### src/rtl/hsl2rgb_pkg.sv
package hsl2rgb_pkg;

    localparam int FRAC_BITS = 12;
    localparam int FIELD_W   = 13;

    // hue positions carried as three times the hue
    localparam int T_W    = FIELD_W + 3;
    localparam int FACT_W = FRAC_BITS + 1;
    localparam int MUL_W  = FIELD_W + FIELD_W + 1;
    localparam int PQ_W   = FIELD_W + 5;
    localparam int D_W    = PQ_W + 1;
    localparam int PROD_W = D_W + FACT_W + 1;
    localparam int R_W    = PROD_W - FRAC_BITS + 1;

    localparam logic [FIELD_W-1:0]   ONE       = FIELD_W'(1 << FRAC_BITS);
    localparam logic [FIELD_W:0]     ONE_X     = (FIELD_W + 1)'(1 << FRAC_BITS);
    localparam logic signed [T_W-1:0] ONE_T    = T_W'(1 << FRAC_BITS);
    localparam logic signed [T_W-1:0] HALF_T   = T_W'((1 << FRAC_BITS) / 2);
    localparam logic signed [T_W-1:0] THREEHALF_T = T_W'(3 * (1 << FRAC_BITS) / 2);
    localparam logic signed [T_W-1:0] TWO_T    = T_W'(2 * (1 << FRAC_BITS));
    localparam logic signed [T_W-1:0] THREE_T  = T_W'(3 * (1 << FRAC_BITS));
    localparam logic signed [T_W:0]   FOUR_TX  = (T_W + 1)'(4 * (1 << FRAC_BITS));
    localparam logic signed [R_W-1:0] ONE_R    = R_W'(1 << FRAC_BITS);

    typedef enum logic [1:0] {
        SEG_RISE,
        SEG_HIGH,
        SEG_FALL,
        SEG_LOW
    } seg_t;

endpackage

### src/rtl/hsl2rgb_ramp.sv
module hsl2rgb_ramp
    import hsl2rgb_pkg::*;
(
    input  logic                      clk,
    input  logic signed [T_W-1:0]     t3,
    input  logic signed [PQ_W-1:0]    p2,
    input  logic signed [PQ_W-1:0]    q2,
    input  logic signed [D_W-1:0]     d2,
    output logic [FIELD_W-1:0]        level
);

    logic signed [T_W-1:0]    tw_a;
    logic signed [T_W-1:0]    tw_b;
    logic signed [T_W:0]      dbl;
    logic signed [T_W:0]      fall_f;
    seg_t                     seg_next;
    logic [FACT_W-1:0]        fac_next;

    seg_t                     seg1_reg;
    logic [FACT_W-1:0]        fac1_reg;
    seg_t                     seg2_reg;
    logic [FACT_W-1:0]        fac2_reg;
    seg_t                     seg3_reg;
    logic signed [PROD_W-1:0] prod3_reg;
    logic signed [PROD_W-1:0] prod_next;
    logic signed [PQ_W-1:0]   p3_reg;
    logic signed [PQ_W-1:0]   q3_reg;

    logic                     neg;
    logic [PROD_W-1:0]        mag;
    logic [PROD_W-FRAC_BITS-1:0] sh;
    logic signed [R_W-1:0]    ramp_v;
    logic signed [R_W-1:0]    r;

    // wrap once each way, then pick the segment and ramp factor
    always_comb
    begin
        tw_a   = (t3 < 0) ? t3 + THREE_T : t3;
        tw_b   = (tw_a > THREE_T) ? tw_a - THREE_T : tw_a;
        dbl    = {tw_b, 1'b0};
        fall_f = FOUR_TX - dbl;
        priority if (tw_b < HALF_T)
        begin
            seg_next = SEG_RISE;
            fac_next = dbl[FACT_W-1:0];
        end
        else if (tw_b < THREEHALF_T)
        begin
            seg_next = SEG_HIGH;
            fac_next = '0;
        end
        else if (tw_b < TWO_T)
        begin
            seg_next = SEG_FALL;
            fac_next = fall_f[FACT_W-1:0];
        end
        else
        begin
            seg_next = SEG_LOW;
            fac_next = '0;
        end
    end

    assign prod_next = PROD_W'(d2) * PROD_W'($signed({1'b0, fac2_reg}));

    always_ff @(posedge clk)
    begin
        seg1_reg  <= seg_next;
        fac1_reg  <= fac_next;
        seg2_reg  <= seg1_reg;
        fac2_reg  <= fac1_reg;
        seg3_reg  <= seg2_reg;
        prod3_reg <= prod_next;
        p3_reg    <= p2;
        q3_reg    <= q2;
    end

    // shift toward zero, add to p, select segment, clamp
    always_comb
    begin
        neg    = prod3_reg[PROD_W-1];
        mag    = neg ? PROD_W'(-prod3_reg) : PROD_W'(prod3_reg);
        sh     = mag[PROD_W-1:FRAC_BITS];
        ramp_v = neg ? R_W'(p3_reg) - $signed({1'b0, sh})
                     : R_W'(p3_reg) + $signed({1'b0, sh});
        unique case (seg3_reg)
            SEG_RISE: r = ramp_v;
            SEG_FALL: r = ramp_v;
            SEG_HIGH: r = R_W'(q3_reg);
            SEG_LOW:  r = R_W'(p3_reg);
            default:  r = R_W'(p3_reg);
        endcase
        priority if (r < 0)
            level = '0;
        else if (r > ONE_R)
            level = ONE;
        else
            level = r[FIELD_W-1:0];
    end

endmodule

### src/rtl/hsl_to_rgb_converter_unit.sv
// channel   direction  handshake        fields
// command   in         start, busy      hue, saturation, lightness
// result    out        done             red, green, blue
//
// Four-stage pipeline: a word accepted with start moves through v1_reg to v4_reg
// and appears with done. One word can be taken every cycle, so busy stays low.
// rst_n clears the valid bits only; words in flight are dropped.
// The result side cannot stall, so nothing in the pipe ever waits.
module hsl_to_rgb_converter_unit
    import hsl2rgb_pkg::*;
(
    input  logic                clk,
    input  logic                rst_n,
    input  logic                start,
    output logic                busy,
    input  logic [FIELD_W-1:0]  hue,
    input  logic [FIELD_W-1:0]  saturation,
    input  logic [FIELD_W-1:0]  lightness,
    output logic                done,
    output logic [FIELD_W-1:0]  red,
    output logic [FIELD_W-1:0]  green,
    output logic [FIELD_W-1:0]  blue
);

    logic                   v1_reg, v2_reg, v3_reg, v4_reg;

    logic                   low_next;
    logic [FIELD_W:0]       mul_b;
    logic [MUL_W-1:0]       prod1_next;
    logic [T_W-1:0]         h3;
    logic signed [T_W-1:0]  t_red, t_green, t_blue;

    logic [MUL_W-1:0]       prod1_reg;
    logic                   low1_reg;
    logic                   grey1_reg, grey2_reg, grey3_reg;
    logic [FIELD_W-1:0]     l1_reg, l2_reg, l3_reg;
    logic [FIELD_W-1:0]     s1_reg;

    logic [MUL_W-FRAC_BITS-1:0] qsh;
    logic signed [PQ_W-1:0] q_next, p_next;
    logic signed [D_W-1:0]  d_next;
    logic signed [PQ_W-1:0] p2_reg, q2_reg;
    logic signed [D_W-1:0]  d2_reg;

    logic [FIELD_W-1:0]     lvl_red, lvl_green, lvl_blue, lvl_grey;
    logic [FIELD_W-1:0]     red_reg, green_reg, blue_reg;

    assign busy = 1'b0;

    // stage 1: q product and hue positions
    always_comb
    begin
        low_next   = ({lightness, 1'b0} < ONE_X);
        mul_b      = low_next ? (ONE_X + (FIELD_W + 1)'(saturation))
                              : (FIELD_W + 1)'(saturation);
        prod1_next = MUL_W'(lightness) * MUL_W'(mul_b);
        h3         = T_W'({hue, 1'b0}) + T_W'(hue);
        t_green    = h3;
        t_red      = h3 + ONE_T;
        t_blue     = h3 - ONE_T;
    end

    // stage 2: bounds
    always_comb
    begin
        qsh    = prod1_reg[MUL_W-1:FRAC_BITS];
        q_next = low1_reg ? PQ_W'(qsh)
                          : PQ_W'(l1_reg) + PQ_W'(s1_reg) - PQ_W'(qsh);
        p_next = PQ_W'({l1_reg, 1'b0}) - q_next;
        d_next = D_W'(q_next) - D_W'(p_next);
    end

    always_ff @(posedge clk or negedge rst_n)
    begin
        if (!rst_n)
        begin
            v1_reg <= 1'b0;
            v2_reg <= 1'b0;
            v3_reg <= 1'b0;
            v4_reg <= 1'b0;
        end
        else
        begin
            v1_reg <= start & ~busy;
            v2_reg <= v1_reg;
            v3_reg <= v2_reg;
            v4_reg <= v3_reg;
        end
    end

    always_ff @(posedge clk)
    begin
        prod1_reg <= prod1_next;
        low1_reg  <= low_next;
        grey1_reg <= (saturation == '0);
        l1_reg    <= lightness;
        s1_reg    <= saturation;
        p2_reg    <= p_next;
        q2_reg    <= q_next;
        d2_reg    <= d_next;
        grey2_reg <= grey1_reg;
        l2_reg    <= l1_reg;
        grey3_reg <= grey2_reg;
        l3_reg    <= l2_reg;
        red_reg   <= grey3_reg ? lvl_grey : lvl_red;
        green_reg <= grey3_reg ? lvl_grey : lvl_green;
        blue_reg  <= grey3_reg ? lvl_grey : lvl_blue;
    end

    assign lvl_grey = (l3_reg > ONE) ? ONE : l3_reg;

    hsl2rgb_ramp u_ramp_red
    (
        .clk   (clk),
        .t3    (t_red),
        .p2    (p2_reg),
        .q2    (q2_reg),
        .d2    (d2_reg),
        .level (lvl_red)
    );

    hsl2rgb_ramp u_ramp_green
    (
        .clk   (clk),
        .t3    (t_green),
        .p2    (p2_reg),
        .q2    (q2_reg),
        .d2    (d2_reg),
        .level (lvl_green)
    );

    hsl2rgb_ramp u_ramp_blue
    (
        .clk   (clk),
        .t3    (t_blue),
        .p2    (p2_reg),
        .q2    (q2_reg),
        .d2    (d2_reg),
        .level (lvl_blue)
    );

    assign done  = v4_reg;
    assign red   = red_reg;
    assign green = green_reg;
    assign blue  = blue_reg;

    a_latency: assert property (@(posedge clk) disable iff (!rst_n)
        start |-> ##4 done)
        else $error("accepted word did not emerge after four cycles");

    a_no_ghost: assert property (@(posedge clk) disable iff (!rst_n)
        done |-> $past(start, 4))
        else $error("result without a matching command");

    a_range: assert property (@(posedge clk) disable iff (!rst_n)
        done |-> (red <= ONE) && (green <= ONE) && (blue <= ONE))
        else $error("channel above full scale");

    a_grey: assert property (@(posedge clk) disable iff (!rst_n)
        done && ($past(saturation, 4) == '0) |-> (red == green) && (green == blue))
        else $error("grey input gave unequal channels");

endmodule
### config.mk
export PLATFORM = sky130hd
export DESIGN_NAME = hsl_to_rgb_converter_unit
export DESIGN_NICKNAME = d
export VERILOG_FILES = /design/src/rtl/hsl2rgb_pkg.sv /design/src/rtl/hsl2rgb_ramp.sv /design/src/rtl/hsl_to_rgb_converter_unit.sv
export SDC_FILE = /design/constraint.sdc
export NUM_CORES = 2
export LEC_CHECK = 0
export BUFFER_PORTS_ARGS = -buffer_cell sky130_fd_sc_hd__buf_2
export CORE_MARGIN = 8
export CORE_UTILIZATION = 60
export CTS_CLUSTER_SIZE = 16
export DETAILED_ROUTE_END_ITERATION = 10
export HOLD_SLACK_MARGIN = 0.12
export PLACE_DENSITY = 0.85
export SYNTH_ARGS = -nofsm -noshare
export SYNTH_HDL_FRONTEND = slang
export SYNTH_SLANG_ARGS = --single-unit
export TNS_END_PERCENT = 1
### constraint.sdc
create_clock -name clk -period 8.74 [get_ports clk]
set_input_delay 1.748 -clock clk [delete_from_list [all_inputs] [get_ports clk]]
set_output_delay 1.748 -clock clk [all_outputs]
set_load 0.02 [all_outputs]
* Word level (Yosys, flattened, before mapping)
Cells that the tools add are included.
** Cells by class
- $add $sub $neg :: 26
- $mul :: 4
- Div/mod/pow operators :: 0
- Magnitude comparators :: 23
- Eq/ne operators :: 9
- Shifts and indexed selects :: 0
- Muxes and demuxes :: 42
- Bitwise logic cells :: 3
- Reduce and logical (&&, ||, !) cells :: 13
** Operators with widths (number)
- 13-bit two-way mux :: 19
- 22-bit one-hot mux with 3 select lines :: 3
- 19-bit by 14-bit multiplier with 33-bit output :: 3
- 33-bit two-way mux :: 3
- 33-bit negation :: 3
- 16-bit two-way mux :: 6
- 18-bit by 22-bit adder with 22-bit output :: 3
- 22-bit by 14-bit greater-than comparator with 1-bit output, second input constant :: 3
- 22-bit by 1-bit < comparator with 1-bit output, second input constant :: 3
- 22-bit two-way mux :: 3
- 18-bit by 22-bit subtractor with 22-bit output :: 3
- 16-bit by 15-bit greater-than comparator with 1-bit output, second input constant :: 3
- 16-bit by 13-bit < comparator with 1-bit output, second input constant :: 3
- 16-bit by 14-bit < comparator with 1-bit output, second input constant :: 3
- 16-bit by 15-bit < comparator with 1-bit output, second input constant :: 3
- 16-bit by 15-bit subtractor with 16-bit output, second input constant :: 3
- 1-bit by 13-bit subtractor with 13-bit output, first input constant :: 3
- 16-bit by 15-bit adder with 16-bit output, second input constant :: 2
- 16-bit by 1-bit < comparator with 1-bit output, second input constant :: 2
- 13-bit by 14-bit multiplier with 27-bit output :: 1
- 18-bit by 18-bit subtractor with 19-bit output :: 1
- 18-bit two-way mux :: 1
- 14-bit by 18-bit subtractor with 18-bit output :: 1
- 15-bit by 13-bit adder with 16-bit output, second input constant :: 1
- 18 further kinds :: 41
** Word-level totals
- Bits in registers :: 412
- Latch bits :: 0
- Memory bits (writable) :: 0
- ROM bits :: 0
- Input bits :: 42
- Output and inout bits :: 41
- Logic and storage cells :: 165
- Memories kept :: 0

* Depth between registers and ports, before layout
- Word-level depth :: 10
- Depth in mapped cells :: 29

* Hierarchy
A second synthesis with hierarchy kept.
** Second synthesis, totals
- Cells, all modules :: 5787
- Area, all modules :: 52487.8 µm²
** Modules (own cells, without submodules)
- hsl2rgb_ramp at u_ramp_red :: instances 1, cells each 1467, area each 13419.1 µm², sequential area each 1961.9 µm²
- hsl2rgb_ramp at u_ramp_green :: instances 1, cells each 1484, area each 13276.5 µm², sequential area each 1961.9 µm²
- hsl2rgb_ramp at u_ramp_blue :: instances 1, cells each 1450, area each 13165.1 µm², sequential area each 1961.9 µm²
- hsl_to_rgb_converter_unit :: instances 1, cells each 1386, area each 12627.1 µm², sequential area each 3323.2 µm²

* Least setup slack after synthesis
Ideal clock, no wire load.
- Kind :: input to register
- Start :: in lightness[11]
- End :: reg prod1_reg[26]
- Setup time :: 123 ps
- Data arrival time :: 7053 ps
- Path slack :: 1564 ps
- Stages :: 24
- Buffers on the path :: 2
- Path through :: clkbuf_1 > nor2_1 > ha_1 > clkbuf_1 > nand2_1 > fa_1 > inv_1 > fa_1 > inv_1 > fa_1 > fa_1 > inv_1 > fa_1 > ha_1 > a21oi_1 > nor2b_1 > o21ai_0 > a21oi_1 > o31ai_1 > o311a_1 > o31ai_1 > nor4_1 > nor3_1 > xnor2_1
** On the way
- Word-level cells in the longest chain between the ends :: 3
** Ends and longest elaborated chain
- start, declared :: line hsl_to_rgb_converter_unit.sv:18 : input logic [FIELD_W-1:0] lightness,
- 14-bit by 13-bit < comparator with 1-bit output :: line hsl_to_rgb_converter_unit.sv:53 : low_next = ({lightness, 1'b0} < ONE_X);
- via low_next :: line hsl_to_rgb_converter_unit.sv:27 : logic low_next;
- 14-bit two-way mux :: line hsl_to_rgb_converter_unit.sv:54 : mul_b = low_next ? (ONE_X + (FIELD_W + 1)'(saturation))
- 13-bit by 14-bit multiplier with 27-bit output :: line hsl_to_rgb_converter_unit.sv:56 : prod1_next = MUL_W'(lightness) * MUL_W'(mul_b);
- via prod1_next[26] :: line hsl_to_rgb_converter_unit.sv:29 : logic [MUL_W-1:0] prod1_next;
- end signal, assigned :: line hsl_to_rgb_converter_unit.sv:93 : prod1_reg <= prod1_next;
- end, declared :: line hsl_to_rgb_converter_unit.sv:33 : logic [MUL_W-1:0] prod1_reg;
The timed path passes the listed nets, and every way through them passes these cells.
A chain may end at the register's enable or synchronous reset.

* Worst setup path in the final report
- Start :: reg d2_reg[8]
- End :: reg u_ramp_blue.prod3_reg[29]
** On the way
- Word-level cells in the longest chain between the ends :: 1
** Ends and longest elaborated chain
- start, declared :: line hsl_to_rgb_converter_unit.sv:43 : logic signed [D_W-1:0] d2_reg;
- start signal, assigned :: line hsl_to_rgb_converter_unit.sv:100 : d2_reg <= d_next;
- 19-bit by 14-bit multiplier with 33-bit output :: line hsl2rgb_ramp.sv:64 : assign prod_next = PROD_W'(d2) * PROD_W'($signed({1'b0, fac2_reg}));
- via u_ramp_blue.prod_next[29] :: line hsl2rgb_ramp.sv:25 : logic signed [PROD_W-1:0] prod_next;
- end signal, assigned :: line hsl2rgb_ramp.sv:73 : prod3_reg <= prod_next;
- end, declared :: line hsl2rgb_ramp.sv:24 : logic signed [PROD_W-1:0] prod3_reg;
The timed path passes the listed nets, and every way through them passes these cells.

==> run_results.csv <==
group,metric,value,unit
setup_path,reg2reg_depth,21,
timing,fin_crit_sh,82.97,%
layout,most-common-layout-cells,"inv_1, fa_1, nand2_1",
worst_hold_path,min_path_cells,0,
timing,max_freq,137.9,MHz
layout,drive_gt1_share,5.208,%
layout,fin_util,64.06,%
worst_hold_path,worstHoldStart,"q2_reg[11]",
die,row_count,104,
place,place.gp.congestion,0.9359,
yosys,synthSimpleGateAreaFrac,15.74,%
yosys,avgSynthCellArea,9.087,µm²
timing,rsz0062_at_grt,"no",
timing,hold_violations,0,
die,coreArea,80680,µm²
outcome,status,"finished clean",
yosys,yosysWarnings,0,
routing,drt_iter0_drc,2713,
die,initial_core_util,60.67,%
routing,drtPass1Iterations,5,
setup_path,cp_max_fo,25,
grt,overflow,0,
routing,ant_nets,0,
die,die_h,301.6,µm
yosys,synthXorXnorAreaFrac,4.328,%
timing,clock-skew-final,0.02486,ns
setup_path,crit_start,"d2_reg[8]",
place,place_inst,6376,
routing,via_per_inst,5.803,
cts,h-tree-depth,2,
grt,grt_first_pass_wirelength,195.1,mm
die,die_w,301.6,µm
routing,drt_wl_total,119.3,mm
setup_path,r2r-start,"d2_reg[8]",
setup_path,crit_path_end_kind,"register",
setup_path,reg2reg_slack,1.49,ns
place,portBuffers,81,
routing,drc,0,
setup_path,cp_common_cell,"fa_1",
layout,area_delta_synth_final,5.601,%
setup_path,cp-start-kind,"register",
cts,clkTransAtPathRegs,0.07,ns
yosys,synth-compound-area-share,10.38,%
yosys,synth_edf_count,0,
setup_path,max_stage_delay,1.15,ns
timing,max_slew_margin,12.41,%
timing,setup_tns,0,ns
place,hpwl,94.04,mm
setup_path,cpLargestDelayFamily,"adder cells",
cts,clock_latency,0.61,ns
setup_path,cp.required,9.24,ns
setup_path,crit_type,"register to register",
setup_path,crit_arrival,7.75,ns
cts,clockBufferDepth,3,
grt,grt_pass1_vias,39250,
yosys,synth_top_family_by_area,"adder cells",
setup_path,critPathBufInv,4,
cts,cts_tree,"yes",
place,placed_area,50170,µm²
timing,worst_pin_slew,1.312,ns
layout,final_nets,6649,
yosys,synthMuxAreaShare,1.416,%
timing,drv_slew,0,
cts,hold_buffers,0,
worst_hold_path,hp-class,"register to register",
flow_run,drv_cap,0,
setup_path,r2r_end,"u_ramp_blue.prod3_reg[29]",
grt,gr-usage-all-layers,26.31,%
setup_path,cp_slowest_cell,"dfxtp_1",
routing,dr_total_vias,37480,
layout,num-fill-cells,6315,
cts,cts_setup_buffers,0,
layout,stdcell_area,51680,µm²
cts,cts_made_buffers,43,
grt,grt_max_degree,37,
timing,min_period,7.252,ns
worst_hold_path,whs_endpoint,"u_ramp_red.q3_reg[11]",
yosys,async_flop_share,1.050,%
layout,layout_commonest_cell,"inv_1",
timing,setup_viol,0,
yosys,synthCells,5386,
yosys,synth-seq-area-share,15.62,%
grt,antenna_found_initial,2,
yosys,syn-cell-area,48940,µm²
yosys,ys_ff_latch,381,
yosys,synthAdderAreaFrac,43.51,%
cts,clock_tree.root_cell,"clkbuf_16",
layout,fin_cells,6458,
setup_path,crit_chain,"buf_4, nand2_1, fa_1, inv_1, fa_1, inv_1, fa_1, inv_1, fa_1, fa_1, ha_1, ha_1, o21a_1, o21a_1, and3_1, a211oi_1, o31ai_1, o21ai_0, o21bai_1, a21oi_1, xnor2_1",
yosys,ys_types,104,
die,ios,83,
yosys,ys_dominant_reg_cell,"dfxtp_1",
cts,post_cts_resized,0,
die,die_area,90970,µm²
routing,wl_per_cell,18.47,µm
cts,cts.sinks,381,
cells by family after synthesis:
kind of cell | count (synthesis)
multiplexers | 66
AO/OA/AOI/OAI | 746
AND/OR/NAND/NOR | 1546
adder cells (fa/ha/maj) | 1246
buffers and inverters | 1158
XOR/XNOR | 241
flip-flops | 381
other | 2
cells in the mapped netlist (all sizes together) (11+ instances only):
cell     number  area [µm²]
a211oi       24       185.2
mux2         26       292.8
o21a         44       330.3
nor2        174       671.9
dfxtp       377        7547
inv         961        3610
a31oi        27       175.2
o2111ai      15       131.4
nor3         91       460.4
nand3        61       305.3
o211ai       32       240.2
ha          486        6081
or3          20       130.1
buf          18       113.9
mux2i        40       400.4
nor4         28       175.2
nand2       583        2193
or4          14       112.6
o21ai       166       902.1
xnor2       155        1365
o21bai       20       150.1
a21o         82       615.6
or2          16       100.1
and3         27       173.9
o31ai        23       177.7
a21oi       185       940.9
nand2b       39       244.0
clkbuf      177       664.4
and2        433        2709
xor2         86       753.2
fa          760       15210
o41ai        11       103.9
nor2b        25       156.4
nand4        14       87.58
routing by layer:
metal,vias up,wire length [µm],global-route usage (%)
met2,1518,58160,45.00
li1,17050,-,-
met1,18560,46820,33.26
met5,-,0,0
met3,351,8530,3.470
met4,0,5752,11.69
worst max path at each step:
stage | end | depth (start not counted)
floorplan | prod1_reg[26] | 24
finish | u_ramp_blue.prod3_reg[29] | 21
global route | prod1_reg[26] | 23
CTS | u_ramp_green.prod3_reg[32] | 20
detailed placement | prod1_reg[26] | 23
global placement | prod1_reg[26] | 23
worst register-to-register path: stages, from the launching register on:
cell,delay (ns)
dfxtp_1,1.15
buf_4,0.38
nand2_1,0.10
fa_1,0.57
inv_1,0.05
fa_1,0.48
inv_1,0.06
fa_1,0.50
inv_1,0.06
fa_1,0.55
fa_1,0.41
ha_1,0.28
ha_1,0.33
o21a_1,0.20
o21a_1,0.18
and3_1,0.21
a211oi_1,0.51
o31ai_1,0.27
o21ai_0,0.39
o21bai_1,0.11
a21oi_1,0.18
xnor2_1,0.20
area by class of cell:
type | instances | area [µm²] | share of cell area, %
Clock inverter | 30 | 366.6 | 0.7093
Antenna cell | 2 | 5.005 | 0.009683
Multi-Input combinational cell | 3866 | 36970 | 71.53
Inverter | 963 | 3617 | 6.999
Clock buffer | 50 | 1142 | 2.210
Timing Repair Buffer | 106 | 605.6 | 1.172
Sequential cell | 381 | 7650 | 14.80
Tap cell | 1060 | 1326 | 2.566
through the flow:
| step | hold slack, ns | setup WS, ns |
|---|---|---|
| global placement | 0.3107 | 1.245 |
| global route | 0.3290 | 1.209 |
| floorplan | 0.3096 | 1.564 |
| CTS | 0.3198 | 1.586 |
| detailed placement | 0.3121 | 1.124 |
| finish | 0.3176 | 1.488 |
Power is not shown: default switching activity piles up to over one toggle a cycle in this logic, so the estimate is an artifact.
